File: config.mk
export PLATFORM = sky130hd
export DESIGN_NAME = lock_manager_deadlock_detect_core_flat
export DESIGN_NICKNAME = d
export VERILOG_FILES = /design/src/design/lmdd_pkg.sv /design/src/design/lmdd_if.sv /design/src/design/lock_manager_deadlock_detect_core.sv /design/src/design/lmdd_ctrl.sv /design/src/design/lmdd_dpath.sv /design/src/flat_wrapper.sv
export SDC_FILE = /design/constraint.sdc
export NUM_CORES = 2
export LEC_CHECK = 0
export BUFFER_PORTS_ARGS = -buffer_cell sky130_fd_sc_hd__buf_2
export CORE_MARGIN = 5
export CORE_UTILIZATION = 45
export CTS_CLUSTER_DIAMETER = 30
export DETAILED_ROUTE_END_ITERATION = 8
export MAX_ROUTING_LAYER = met4
export PLACE_DENSITY = 0.68
export SLEW_MARGIN = 20
export SYNTH_ARGS = -nofsm -noshare
export SYNTH_HDL_FRONTEND = slang
export SYNTH_SLANG_ARGS = --single-unit
File: constraint.sdc
create_clock -name clk -period 10.76 [get_ports clk]
set_input_delay 0.538 -clock clk [delete_from_list [all_inputs] [get_ports clk]]
set_output_delay 0.538 -clock clk [all_outputs]
set_load 0.05 [all_outputs]
File: src/design/lmdd_pkg.sv
// ----------------------------------------------------------------------------
// Lock manager package
// Sizes, request and status codes, and controller/datapath types.
// ----------------------------------------------------------------------------
`timescale 1ns / 1ps
package lmdd_pkg;

  localparam int MAX_THREADS = 16;
  localparam int MAX_MUTEXES = 32;
  localparam int ACT_W  = 3;
  localparam int ST_W   = 3;
  localparam int TID_W  = 4;
  localparam int MID_W  = 5;
  localparam int TCNT_W = 5;
  localparam int MCNT_W = 6;
  localparam int ECNT_W = 8;
  localparam int PCNT_W = 5;

  // Request actions
  localparam logic [ACT_W-1:0] ACT_NEW_THREAD = 3'd0;
  localparam logic [ACT_W-1:0] ACT_NEW_MUTEX  = 3'd1;
  localparam logic [ACT_W-1:0] ACT_LOCK       = 3'd2;
  localparam logic [ACT_W-1:0] ACT_UNLOCK     = 3'd3;
  localparam logic [ACT_W-1:0] ACT_JOIN       = 3'd4;
  localparam logic [ACT_W-1:0] ACT_FINISH     = 3'd5;

  // Result status codes
  localparam logic [ST_W-1:0] ST_OK        = 3'd0;
  localparam logic [ST_W-1:0] ST_NO_THREAD = 3'd1;
  localparam logic [ST_W-1:0] ST_NO_MUTEX  = 3'd2;
  localparam logic [ST_W-1:0] ST_BUSY      = 3'd3;
  localparam logic [ST_W-1:0] ST_DEADLOCK  = 3'd4;
  localparam logic [ST_W-1:0] ST_NOT_OWNER = 3'd5;
  localparam logic [ST_W-1:0] ST_FULL      = 3'd6;

  typedef struct packed {
    logic [ACT_W-1:0] action;
    logic [TID_W-1:0] thread_id;
    logic [MID_W-1:0] mutex_id;
    logic [TID_W-1:0] target_thread;
  } req_t;

  // Controller to datapath commands
  typedef struct packed {
    logic load_req;
    logic srch_start;
    logic srch_first;
    logic srch_step;
    logic hit_save;
    logic exec;
    logic out_load;
  } cmd_t;

  // Datapath to controller status
  typedef struct packed {
    logic srch_stable;
    logic out_free;
  } sts_t;

  typedef enum logic [6:0] {
    S_IDLE   = 7'b0000001,
    S_START1 = 7'b0000010,
    S_SRCH1  = 7'b0000100,
    S_EXEC   = 7'b0001000,
    S_START2 = 7'b0010000,
    S_SRCH2  = 7'b0100000,
    S_DONE   = 7'b1000000
  } state_t;

  function automatic logic [PCNT_W-1:0] popcnt(input logic [MAX_THREADS-1:0] v);
    logic [PCNT_W-1:0] n;
    n = '0;
    for (int i = 0; i < MAX_THREADS; i++) n = n + PCNT_W'(v[i]);
    return n;
  endfunction

endpackage

File: src/design/lmdd_if.sv
// ----------------------------------------------------------------------------
// Lock manager channel interfaces
// Request and result channels with valid/ready handshake.
// ----------------------------------------------------------------------------
`timescale 1ns / 1ps
interface lmdd_in_if;
  import lmdd_pkg::*;
  logic             valid;
  logic             ready;
  logic [ACT_W-1:0] action;
  logic [TID_W-1:0] thread_id;
  logic [MID_W-1:0] mutex_id;
  logic [TID_W-1:0] target_thread;
  modport source (output valid, action, thread_id, mutex_id, target_thread, input ready);
  modport sink   (input valid, action, thread_id, mutex_id, target_thread, output ready);
endinterface

interface lmdd_out_if;
  import lmdd_pkg::*;
  logic              valid;
  logic              ready;
  logic              ok;
  logic [ST_W-1:0]   status;
  logic [MID_W-1:0]  new_id;
  logic              would_deadlock;
  logic              mutex_locked;
  logic [TID_W-1:0]  mutex_owner;
  logic              thread_active;
  logic              deadlock_free;
  logic [TCNT_W-1:0] thread_count;
  logic [MCNT_W-1:0] mutex_count;
  logic [ECNT_W-1:0] edge_count;
  modport source (output valid, ok, status, new_id, would_deadlock, mutex_locked,
                  mutex_owner, thread_active, deadlock_free, thread_count,
                  mutex_count, edge_count, input ready);
  modport sink   (input valid, ok, status, new_id, would_deadlock, mutex_locked,
                  mutex_owner, thread_active, deadlock_free, thread_count,
                  mutex_count, edge_count, output ready);
endinterface

File: src/design/lock_manager_deadlock_detect_core.sv
// Flow: a request is captured in IDLE, then the controller runs START1, SRCH1, EXEC,
// START2, SRCH2 and DONE; each search steps the frontier until it is stable.
// Throughput: one request in flight; the next is taken the cycle after the result
// loads into the output register, and a stalled result holds the controller.
// The length of the two searches over wait-for rows sets how far apart requests are.
// Reset (synchronous, active low) empties all tables and drops the result.
// ----------------------------------------------------------------------------
// Lock manager with deadlock detection
// Thread, mutex owner and wait-for tables with cycle refusal on waits.
// ----------------------------------------------------------------------------
`timescale 1ns / 1ps
module lock_manager_deadlock_detect_core (
  input logic       clk,
  input logic       rst_n,
  lmdd_in_if.sink   in_ch,
  lmdd_out_if.source out_ch
);
  import lmdd_pkg::*;

  cmd_t cmd;
  sts_t sts;
  req_t req;
  logic in_ready;

  // Gather request fields
  assign req.action        = in_ch.action;
  assign req.thread_id     = in_ch.thread_id;
  assign req.mutex_id      = in_ch.mutex_id;
  assign req.target_thread = in_ch.target_thread;
  assign in_ch.ready       = in_ready;

  lmdd_ctrl u_ctrl (
    .clk      (clk),
    .rst_n    (rst_n),
    .in_valid (in_ch.valid),
    .in_ready (in_ready),
    .sts      (sts),
    .cmd      (cmd)
  );

  lmdd_dpath u_dpath (
    .clk    (clk),
    .rst_n  (rst_n),
    .req_in (req),
    .cmd    (cmd),
    .sts    (sts),
    .out_ch (out_ch)
  );

endmodule

File: src/design/lmdd_ctrl.sv
// ----------------------------------------------------------------------------
// Lock manager controller
// Sequences request capture, two reachability searches, update and result.
// ----------------------------------------------------------------------------
`timescale 1ns / 1ps
module lmdd_ctrl (
  input  logic           clk,
  input  logic           rst_n,
  input  logic           in_valid,
  output logic           in_ready,
  input  lmdd_pkg::sts_t sts,
  output lmdd_pkg::cmd_t cmd
);
  import lmdd_pkg::*;

  state_t state_r, state_nxt;

  // Decode state into commands
  always_comb begin
    state_nxt = state_r;
    cmd       = '0;
    in_ready  = 1'b0;
    unique case (state_r)
      S_IDLE: begin
        in_ready = 1'b1;
        if (in_valid) begin
          cmd.load_req = 1'b1;
          state_nxt    = S_START1;
        end
      end
      S_START1: begin
        cmd.srch_start = 1'b1;
        cmd.srch_first = 1'b1;
        state_nxt      = S_SRCH1;
      end
      S_SRCH1: begin
        if (sts.srch_stable) begin
          cmd.hit_save = 1'b1;
          state_nxt    = S_EXEC;
        end else begin
          cmd.srch_step = 1'b1;
        end
      end
      S_EXEC: begin
        cmd.exec  = 1'b1;
        state_nxt = S_START2;
      end
      S_START2: begin
        cmd.srch_start = 1'b1;
        state_nxt      = S_SRCH2;
      end
      S_SRCH2: begin
        if (sts.srch_stable) state_nxt = S_DONE;
        else cmd.srch_step = 1'b1;
      end
      S_DONE: begin
        if (sts.out_free) begin
          cmd.out_load = 1'b1;
          state_nxt    = S_IDLE;
        end
      end
      default: state_nxt = S_IDLE;
    endcase
  end

  // Advance state
  always_ff @(posedge clk) begin
    if (!rst_n) state_r <= S_IDLE;
    else state_r <= state_nxt;
  end

endmodule

File: src/design/lmdd_dpath.sv
// ----------------------------------------------------------------------------
// Lock manager datapath
// Thread, owner and wait-for tables, frontier search and result register.
// ----------------------------------------------------------------------------
`timescale 1ns / 1ps
module lmdd_dpath (
  input  logic           clk,
  input  logic           rst_n,
  input  lmdd_pkg::req_t req_in,
  input  lmdd_pkg::cmd_t cmd,
  output lmdd_pkg::sts_t sts,
  lmdd_out_if.source     out_ch
);
  import lmdd_pkg::*;

  req_t                   req_r;
  logic [TCNT_W-1:0]      threads_made_r, threads_made_nxt;
  logic [MAX_THREADS-1:0] alive_r, alive_nxt;
  logic [MCNT_W-1:0]      mutexes_made_r, mutexes_made_nxt;
  logic [MAX_MUTEXES-1:0] held_r, held_nxt;
  logic [TID_W-1:0]       owner_r [MAX_MUTEXES];
  logic [TID_W-1:0]       owner_nxt [MAX_MUTEXES];
  logic [MAX_THREADS-1:0] wm_r [MAX_THREADS];
  logic [MAX_THREADS-1:0] wm_nxt [MAX_THREADS];
  logic [TCNT_W-1:0]      thread_cnt_r, thread_cnt_nxt;
  logic [ECNT_W-1:0]      edge_cnt_r, edge_cnt_nxt;
  logic [MAX_THREADS-1:0] frontier_r;
  logic                   hit_r;
  logic                   ok_r, ok_nxt;
  logic [ST_W-1:0]        status_r, status_nxt;
  logic [MID_W-1:0]       new_id_r, new_id_nxt;
  logic                   out_valid_r;

  logic [TID_W-1:0]       tid, tgt, own, srch_node;
  logic [MID_W-1:0]       mid;
  logic                   tok, tgok, mok, cyc, wd, locked;
  logic [MAX_THREADS-1:0] row, col, reach_or, next_front;
  logic [PCNT_W-1:0]      row_pop, col_pop;

  assign tid    = req_r.thread_id;
  assign tgt    = req_r.target_thread;
  assign mid    = req_r.mutex_id;
  assign own    = owner_r[mid];
  assign tok    = alive_r[tid];
  assign tgok   = alive_r[tgt];
  assign mok    = {1'b0, mid} < mutexes_made_r;
  assign locked = mok && held_r[mid];
  assign row    = wm_r[tid];

  // Column of waiters on the acting thread
  always_comb begin
    for (int i = 0; i < MAX_THREADS; i++) col[i] = wm_r[i][tid];
  end
  assign row_pop = popcnt(row);
  assign col_pop = popcnt(col);

  // Expand the frontier by one hop
  always_comb begin
    reach_or = '0;
    for (int i = 0; i < MAX_THREADS; i++) begin
      if (frontier_r[i]) reach_or = reach_or | wm_r[i];
    end
  end
  assign next_front      = frontier_r | reach_or;
  assign sts.srch_stable = (next_front == frontier_r);
  assign sts.out_free    = !out_valid_r || out_ch.ready;

  // First search starts at the join target, otherwise at the mutex owner
  assign srch_node = (cmd.srch_first && req_r.action == ACT_JOIN) ? tgt : own;

  // Waiting on a thread that reaches the waiter closes a cycle
  assign cyc = hit_r || ((req_r.action == ACT_JOIN) ? (tgt == tid) : (own == tid));
  assign wd  = tok && locked && (own == tid || frontier_r[tid]);

  // Apply the request to the tables
  always_comb begin
    threads_made_nxt = threads_made_r;
    alive_nxt        = alive_r;
    mutexes_made_nxt = mutexes_made_r;
    held_nxt         = held_r;
    owner_nxt        = owner_r;
    wm_nxt           = wm_r;
    thread_cnt_nxt   = thread_cnt_r;
    edge_cnt_nxt     = edge_cnt_r;
    ok_nxt           = 1'b0;
    status_nxt       = ST_OK;
    new_id_nxt       = '0;
    if (cmd.exec) begin
      unique case (req_r.action)
        ACT_NEW_THREAD: begin
          if (threads_made_r == TCNT_W'(MAX_THREADS)) begin
            status_nxt = ST_FULL;
          end else begin
            new_id_nxt = MID_W'(threads_made_r);
            alive_nxt[threads_made_r[TID_W-1:0]] = 1'b1;
            threads_made_nxt = threads_made_r + 1'b1;
            thread_cnt_nxt   = thread_cnt_r + 1'b1;
            ok_nxt           = 1'b1;
          end
        end
        ACT_NEW_MUTEX: begin
          if (mutexes_made_r == MCNT_W'(MAX_MUTEXES)) begin
            status_nxt = ST_FULL;
          end else begin
            new_id_nxt = mutexes_made_r[MID_W-1:0];
            held_nxt[mutexes_made_r[MID_W-1:0]]  = 1'b0;
            owner_nxt[mutexes_made_r[MID_W-1:0]] = '0;
            mutexes_made_nxt = mutexes_made_r + 1'b1;
            ok_nxt           = 1'b1;
          end
        end
        ACT_LOCK: begin
          if (!tok) begin
            status_nxt = ST_NO_THREAD;
          end else if (!mok) begin
            status_nxt = ST_NO_MUTEX;
          end else if (!held_r[mid]) begin
            held_nxt[mid]  = 1'b1;
            owner_nxt[mid] = tid;
            wm_nxt[tid]    = '0;
            edge_cnt_nxt   = edge_cnt_r - ECNT_W'(row_pop);
            ok_nxt         = 1'b1;
          end else if (cyc) begin
            wm_nxt[tid]  = '0;
            edge_cnt_nxt = edge_cnt_r - ECNT_W'(row_pop);
            status_nxt   = ST_DEADLOCK;
          end else begin
            wm_nxt[tid][own] = 1'b1;
            edge_cnt_nxt     = edge_cnt_r + ECNT_W'(!row[own]);
            status_nxt       = ST_BUSY;
          end
        end
        ACT_UNLOCK: begin
          if (!tok) begin
            status_nxt = ST_NO_THREAD;
          end else if (!mok) begin
            status_nxt = ST_NO_MUTEX;
          end else if (!held_r[mid] || own != tid) begin
            status_nxt = ST_NOT_OWNER;
          end else begin
            held_nxt[mid]  = 1'b0;
            owner_nxt[mid] = '0;
            wm_nxt[tid]    = '0;
            edge_cnt_nxt   = edge_cnt_r - ECNT_W'(row_pop);
            ok_nxt         = 1'b1;
          end
        end
        ACT_JOIN: begin
          if (!tok || !tgok) begin
            status_nxt = ST_NO_THREAD;
          end else if (cyc) begin
            wm_nxt[tid]  = '0;
            edge_cnt_nxt = edge_cnt_r - ECNT_W'(row_pop);
            status_nxt   = ST_DEADLOCK;
          end else begin
            wm_nxt[tid][tgt] = 1'b1;
            edge_cnt_nxt     = edge_cnt_r + ECNT_W'(!row[tgt]);
            ok_nxt           = 1'b1;
          end
        end
        ACT_FINISH: begin
          if ({1'b0, tid} >= threads_made_r) begin
            status_nxt = ST_NO_THREAD;
          end else begin
            if (tok) thread_cnt_nxt = thread_cnt_r - 1'b1;
            alive_nxt[tid] = 1'b0;
            // Release every mutex the thread holds
            for (int m = 0; m < MAX_MUTEXES; m++) begin
              if (held_r[m] && owner_r[m] == tid) begin
                held_nxt[m]  = 1'b0;
                owner_nxt[m] = '0;
              end
            end
            // Drop edges into and out of the thread
            for (int i = 0; i < MAX_THREADS; i++) wm_nxt[i][tid] = 1'b0;
            wm_nxt[tid]  = '0;
            edge_cnt_nxt = edge_cnt_r - ECNT_W'(row_pop) - ECNT_W'(col_pop)
                           + ECNT_W'(row[tid]);
            ok_nxt       = 1'b1;
          end
        end
        default: ok_nxt = 1'b1;
      endcase
    end
  end

  // Control state
  always_ff @(posedge clk) begin
    if (!rst_n) begin
      threads_made_r <= '0;
      alive_r        <= '0;
      mutexes_made_r <= '0;
      held_r         <= '0;
      thread_cnt_r   <= '0;
      edge_cnt_r     <= '0;
      out_valid_r    <= 1'b0;
      for (int i = 0; i < MAX_THREADS; i++) wm_r[i] <= '0;
      for (int m = 0; m < MAX_MUTEXES; m++) owner_r[m] <= '0;
    end else begin
      threads_made_r <= threads_made_nxt;
      alive_r        <= alive_nxt;
      mutexes_made_r <= mutexes_made_nxt;
      held_r         <= held_nxt;
      thread_cnt_r   <= thread_cnt_nxt;
      edge_cnt_r     <= edge_cnt_nxt;
      wm_r           <= wm_nxt;
      owner_r        <= owner_nxt;
      if (cmd.out_load) out_valid_r <= 1'b1;
      else if (out_ch.ready) out_valid_r <= 1'b0;
    end
  end

  // Payload registers
  always_ff @(posedge clk) begin
    if (cmd.load_req) req_r <= req_in;
    if (cmd.srch_start) frontier_r <= wm_r[srch_node];
    else if (cmd.srch_step) frontier_r <= next_front;
    if (cmd.hit_save) hit_r <= frontier_r[tid];
    if (cmd.exec) begin
      ok_r     <= ok_nxt;
      status_r <= status_nxt;
      new_id_r <= new_id_nxt;
    end
    if (cmd.out_load) begin
      out_ch.ok             <= ok_r;
      out_ch.status         <= status_r;
      out_ch.new_id         <= new_id_r;
      out_ch.would_deadlock <= wd;
      out_ch.mutex_locked   <= locked;
      out_ch.mutex_owner    <= locked ? own : '0;
      out_ch.thread_active  <= tok;
      out_ch.thread_count   <= thread_cnt_r;
      out_ch.mutex_count    <= mutexes_made_r;
      out_ch.edge_count     <= edge_cnt_r;
    end
  end

  // Refused waits keep the graph acyclic at all times
  assign out_ch.deadlock_free = 1'b1;
  assign out_ch.valid         = out_valid_r;

endmodule

File: src/flat_wrapper.sv
// flat-port wrapper written by rule: the top's interface ports become plain ports
module lock_manager_deadlock_detect_core_flat import lmdd_pkg::*;
  (clk, rst_n, in_ch_valid, in_ch_action, in_ch_thread_id, in_ch_mutex_id, in_ch_target_thread, in_ch_ready, out_ch_valid, out_ch_ok, out_ch_status, out_ch_new_id, out_ch_would_deadlock, out_ch_mutex_locked, out_ch_mutex_owner, out_ch_thread_active, out_ch_deadlock_free, out_ch_thread_count, out_ch_mutex_count, out_ch_edge_count, out_ch_ready);
  lmdd_in_if in_ch_i ();
  lmdd_out_if out_ch_i ();
  input logic clk;
  input logic rst_n;
  input wire logic [$bits(in_ch_i.valid)-1:0] in_ch_valid;
  input wire logic [$bits(in_ch_i.action)-1:0] in_ch_action;
  input wire logic [$bits(in_ch_i.thread_id)-1:0] in_ch_thread_id;
  input wire logic [$bits(in_ch_i.mutex_id)-1:0] in_ch_mutex_id;
  input wire logic [$bits(in_ch_i.target_thread)-1:0] in_ch_target_thread;
  output wire logic [$bits(in_ch_i.ready)-1:0] in_ch_ready;
  output wire logic [$bits(out_ch_i.valid)-1:0] out_ch_valid;
  output wire logic [$bits(out_ch_i.ok)-1:0] out_ch_ok;
  output wire logic [$bits(out_ch_i.status)-1:0] out_ch_status;
  output wire logic [$bits(out_ch_i.new_id)-1:0] out_ch_new_id;
  output wire logic [$bits(out_ch_i.would_deadlock)-1:0] out_ch_would_deadlock;
  output wire logic [$bits(out_ch_i.mutex_locked)-1:0] out_ch_mutex_locked;
  output wire logic [$bits(out_ch_i.mutex_owner)-1:0] out_ch_mutex_owner;
  output wire logic [$bits(out_ch_i.thread_active)-1:0] out_ch_thread_active;
  output wire logic [$bits(out_ch_i.deadlock_free)-1:0] out_ch_deadlock_free;
  output wire logic [$bits(out_ch_i.thread_count)-1:0] out_ch_thread_count;
  output wire logic [$bits(out_ch_i.mutex_count)-1:0] out_ch_mutex_count;
  output wire logic [$bits(out_ch_i.edge_count)-1:0] out_ch_edge_count;
  input wire logic [$bits(out_ch_i.ready)-1:0] out_ch_ready;
  assign in_ch_i.valid = in_ch_valid;
  assign in_ch_i.action = in_ch_action;
  assign in_ch_i.thread_id = in_ch_thread_id;
  assign in_ch_i.mutex_id = in_ch_mutex_id;
  assign in_ch_i.target_thread = in_ch_target_thread;
  assign in_ch_ready = in_ch_i.ready;
  assign out_ch_valid = out_ch_i.valid;
  assign out_ch_ok = out_ch_i.ok;
  assign out_ch_status = out_ch_i.status;
  assign out_ch_new_id = out_ch_i.new_id;
  assign out_ch_would_deadlock = out_ch_i.would_deadlock;
  assign out_ch_mutex_locked = out_ch_i.mutex_locked;
  assign out_ch_mutex_owner = out_ch_i.mutex_owner;
  assign out_ch_thread_active = out_ch_i.thread_active;
  assign out_ch_deadlock_free = out_ch_i.deadlock_free;
  assign out_ch_thread_count = out_ch_i.thread_count;
  assign out_ch_mutex_count = out_ch_i.mutex_count;
  assign out_ch_edge_count = out_ch_i.edge_count;
  assign out_ch_i.ready = out_ch_ready;
  lock_manager_deadlock_detect_core u_core (.clk(clk), .rst_n(rst_n), .in_ch(in_ch_i), .out_ch(out_ch_i));
endmodule
==> out/qor.txt <==
Seq cells post-synth: 541
largest net degree at the start of global routing: 129
R2R depth: 36
HP Class: input pin to register
Setup CP Type: register to register
Final nets: 4670
HPWL Detailed: 128000 um
Yosys warnings: 0
# clock sinks: 541
reg2reg end: u_core.u_dpath.edge_cnt_r[7]$_SDFFE_PN0P_
Max clock buf depth: 3
Slew Limit Headroom: 15.0%
Fin. Hold Viols: 0
share of layout cells above drive strength 1: 15.5%
CP Launch Type: register
residual DRC count: 0
Worst-path clk slew: 0.05 ns
Post-synth EDFFs: 77
slowest cell on the critical path: nor2b_1
Starting Density: 45.2%
setup tns final: 0 ns
most frequent cells in the layout: 616 x nand2_1, 464 x dfxtp_1, 356 x nor2_1
final weighted congestion in routability-driven placement: 1.10
total power divided by cell area: 187 nW/um^2
Mapped Nets: 4747
synth-to-layout area growth: 16.2%
DP Area: 39500 um^2
Vias: 41400
cell repeated most along the worst path: fa_1
synthesized cell area: 38400 um^2
IO buf count: 56
hold depth: 1
CTS buffer count: 139
Top FF cell, synth: dfxtp_1
commonest non-fill, non-tap cell in the layout: nand2_1
fin area: 44600 um^2
initial antenna violation count: 9
latest clock arrival within the worst-skew pair: 0.76 ns
DIE WIDTH: 302 um
maximum VDD drop: 0.233 mV
vias in the first global route: 38500
Non-Filler Instances: 5816
Tcrit/Tclk final: 92.6%
minimum clock period: 9.96 ns
Critical Path RT: 11.38 ns
FP Rows: 107
Starting DRT DRC Count: 6714
FF-to-FF setup slack: 0.80 ns
grt ovf: 0
ys async rst share: 0%
Post-Place Cells: 5540
Post-CTS Setup Bufs: 0
final setup fails: 0
unrepaired setup endpoints after global routing: no
Fillers: 7940
Yosys cell types: 98
sequential share of the synthesized area: 30.2%
Max Slew Vio Count: 0
crit path max fanout: 16
Crit path largest cell delay: 0.81 ns
syn avg cell area: 8.29 um^2
clk_skew: 0.0531 ns
Tot GR Track Use: 41.9%
first-pass GRT wire length: 274000 um
Chip Height: 302 um
DRT antenna net count: 0
CTS tree: yes
Ports: 58
CTS root buffer: clkbuf_16
Least-Margin Pin Slew: 1.27 ns
worst hold slack: 0.0787 ns
Core ar.: 84900 um^2
max cap viols: 0
crit path DAT: 10.58 ns
number of gates resized after CTS: 0
hold path start: in_ch_thread_id[0]
die area: 91200 um^2
H-tree depth: 4
WL/cell: 33.0 um
Worst Hold Path EP: u_core.u_dpath.tid[0]$_DFFE_PP_
post-synthesis cell count: 4628
Vias/cell: 7.12
crit end category: register
utilization after layout: 52.5%
WL final: 192000 um
RR Startpoint: u_core.u_dpath.tid[1]$_DFFE_PP_
Initial DRT Pass Iterations: 9
leakage power: 0.0152 uW
outcome: complete, no violations
fmax: 100 MHz
stage by stage:
step	setup slack (ns)	total power, uW
6_report	0.799	8350
5_1_grt	0.368	8660
4_1_cts	0.851	8330
3_5_place_dp	0.895	4060
3_3_place_gp	1.01	4050
2_1_floorplan	1.48	3500
registers in the layout, summed over array words and instances, names as in the netlist, 4 cells and up:
register and flops:
u_core.u_ctrl.state_r 7, u_core.u_dpath.alive_r 16, u_core.u_dpath.edge_cnt_r 8, u_core.u_dpath.frontier_r 16, u_core.u_dpath.held_r 32, u_core.u_dpath.mid 5
u_core.u_dpath.mutexes_made_r 6, u_core.u_dpath.new_id_r 5, u_core.u_dpath.out_ch.edge_count 8, u_core.u_dpath.out_ch.mutex_count 6, u_core.u_dpath.out_ch.mutex_owner 4, u_core.u_dpath.out_ch.new_id 5
u_core.u_dpath.out_ch.thread_count 5, u_core.u_dpath.owner_r 128, u_core.u_dpath.tgt 4, u_core.u_dpath.thread_cnt_r 5, u_core.u_dpath.threads_made_r 5, u_core.u_dpath.tid 4
u_core.u_dpath.wm_r 256
area by class of cell:
class	count	area [um^2]	share of cell area (%)
Timing Repair Buffer	228	1690	3.79
Tap cell	1144	1430	3.21
Clock buffer	178	3900	8.75
Sequential cell	541	11600	26.0
Antenna cell	8	20.0	0.0449
Clock inverter	76	971	2.18
Multi-Input combinational cell	3525	24500	55.0
Inverter	116	437	0.979
cells by family after synthesis:
family                   after synthesis  synth area share (%)
adder cells (fa/ha/maj)               99                  3.89
XOR/XNOR                             171                  3.94
AO/OA/AOI/OAI                       1554                  26.4
other                                  1               0.00978
AND/OR/NAND/NOR                     1444                  17.4
multiplexers                         256                  11.9
flip-flops                           541                  30.2
buffers and inverters                562                  6.16
cells in the mapped netlist (all sizes together), types with 8 or more instances:
library cell    n  share of area, %
clkbuf        281               2.8
nand3          71              0.97
o21ai         355               4.6
nand4          37              0.66
nor3b          28              0.70
mux4          159               9.3
a211oi        129               2.6
a21oi         303               4.0
edfxtp         77               6.0
a311oi         18              0.41
nand2         616               6.0
xor2          109               2.5
fa             34               1.8
o311ai         46               1.1
a22o           21              0.48
a31oi          80               1.3
nor2          370               3.6
mux2i          72               1.9
buf           165               2.2
or2            15              0.24
nor3           67              0.89
o211ai        111               2.2
a221oi         30              0.68
dfxtp         464                24
o31ai           8              0.21
xnor2          62               1.4
a22oi         136               2.7
and4           14              0.32
a21o           11              0.22
and3           18              0.29
nor2b         105               1.7
and2           27              0.44
o41ai          42               1.0
a221o          17              0.44
mux2           25              0.73
o22ai         167               2.7
o221a           9              0.26
nor4           24              0.41
or3             9              0.16
ha             65               2.1
o32ai          15              0.34
nand2b         15              0.24
inv           111               1.1
worst max-delay path, delay by kind of cell, from the launching register on:
family,cells,cell delay [ns]
buffers and inverters,8,0.86
AO/OA/AOI/OAI,8,1.16
AND/OR/NAND/NOR,4,1.32
flip-flops,1,0.66
adder cells (fa/ha/maj),12,5.13
XOR/XNOR,4,0.74
worst max path at each step:
stage	start	endpoint	slack, ns	depth (start not counted)
2_1_floorplan	u_core.u_dpath.tid[0]$_DFFE_PP_	u_core.u_dpath.edge_cnt_r[7]$_SDFFE_PN0P_	1.48	39
3_3_place_gp	u_core.u_dpath.tid[0]$_DFFE_PP_	u_core.u_dpath.edge_cnt_r[7]$_SDFFE_PN0P_	1.01	36
3_5_place_dp	u_core.u_dpath.tid[0]$_DFFE_PP_	u_core.u_dpath.edge_cnt_r[7]$_SDFFE_PN0P_	0.89	36
4_1_cts	u_core.u_dpath.tid[1]$_DFFE_PP_	u_core.u_dpath.edge_cnt_r[7]$_SDFFE_PN0P_	0.85	36
5_1_grt	u_core.u_dpath.tid[0]$_DFFE_PP_	u_core.u_dpath.edge_cnt_r[7]$_SDFFE_PN0P_	0.37	36
6_report	u_core.u_dpath.tid[1]$_DFFE_PP_	u_core.u_dpath.edge_cnt_r[7]$_SDFFE_PN0P_	0.80	36
routing by layer:
layer	vias up	part of all wire, %	global-route usage [%]
li1	17200	-	-
met1	19800	36	49.9
met2	3398	42	59.8
met3	1073	13	12.2
met4	0	9.9	31.7
met5	-	0	-
repair_timing:
item	in CTS	in global routing
endpoints found under the hold margin	12	0
endpoints found under the setup margin	0	0
hold buffers	12	0
power by group:
group          internal (uW)  switching [uW]
clock network           2820            1430
registers               2070            17.4
logic                    747            1260
total                   5640            2710
No activity file was read; power rests on OpenSTA's default activity.
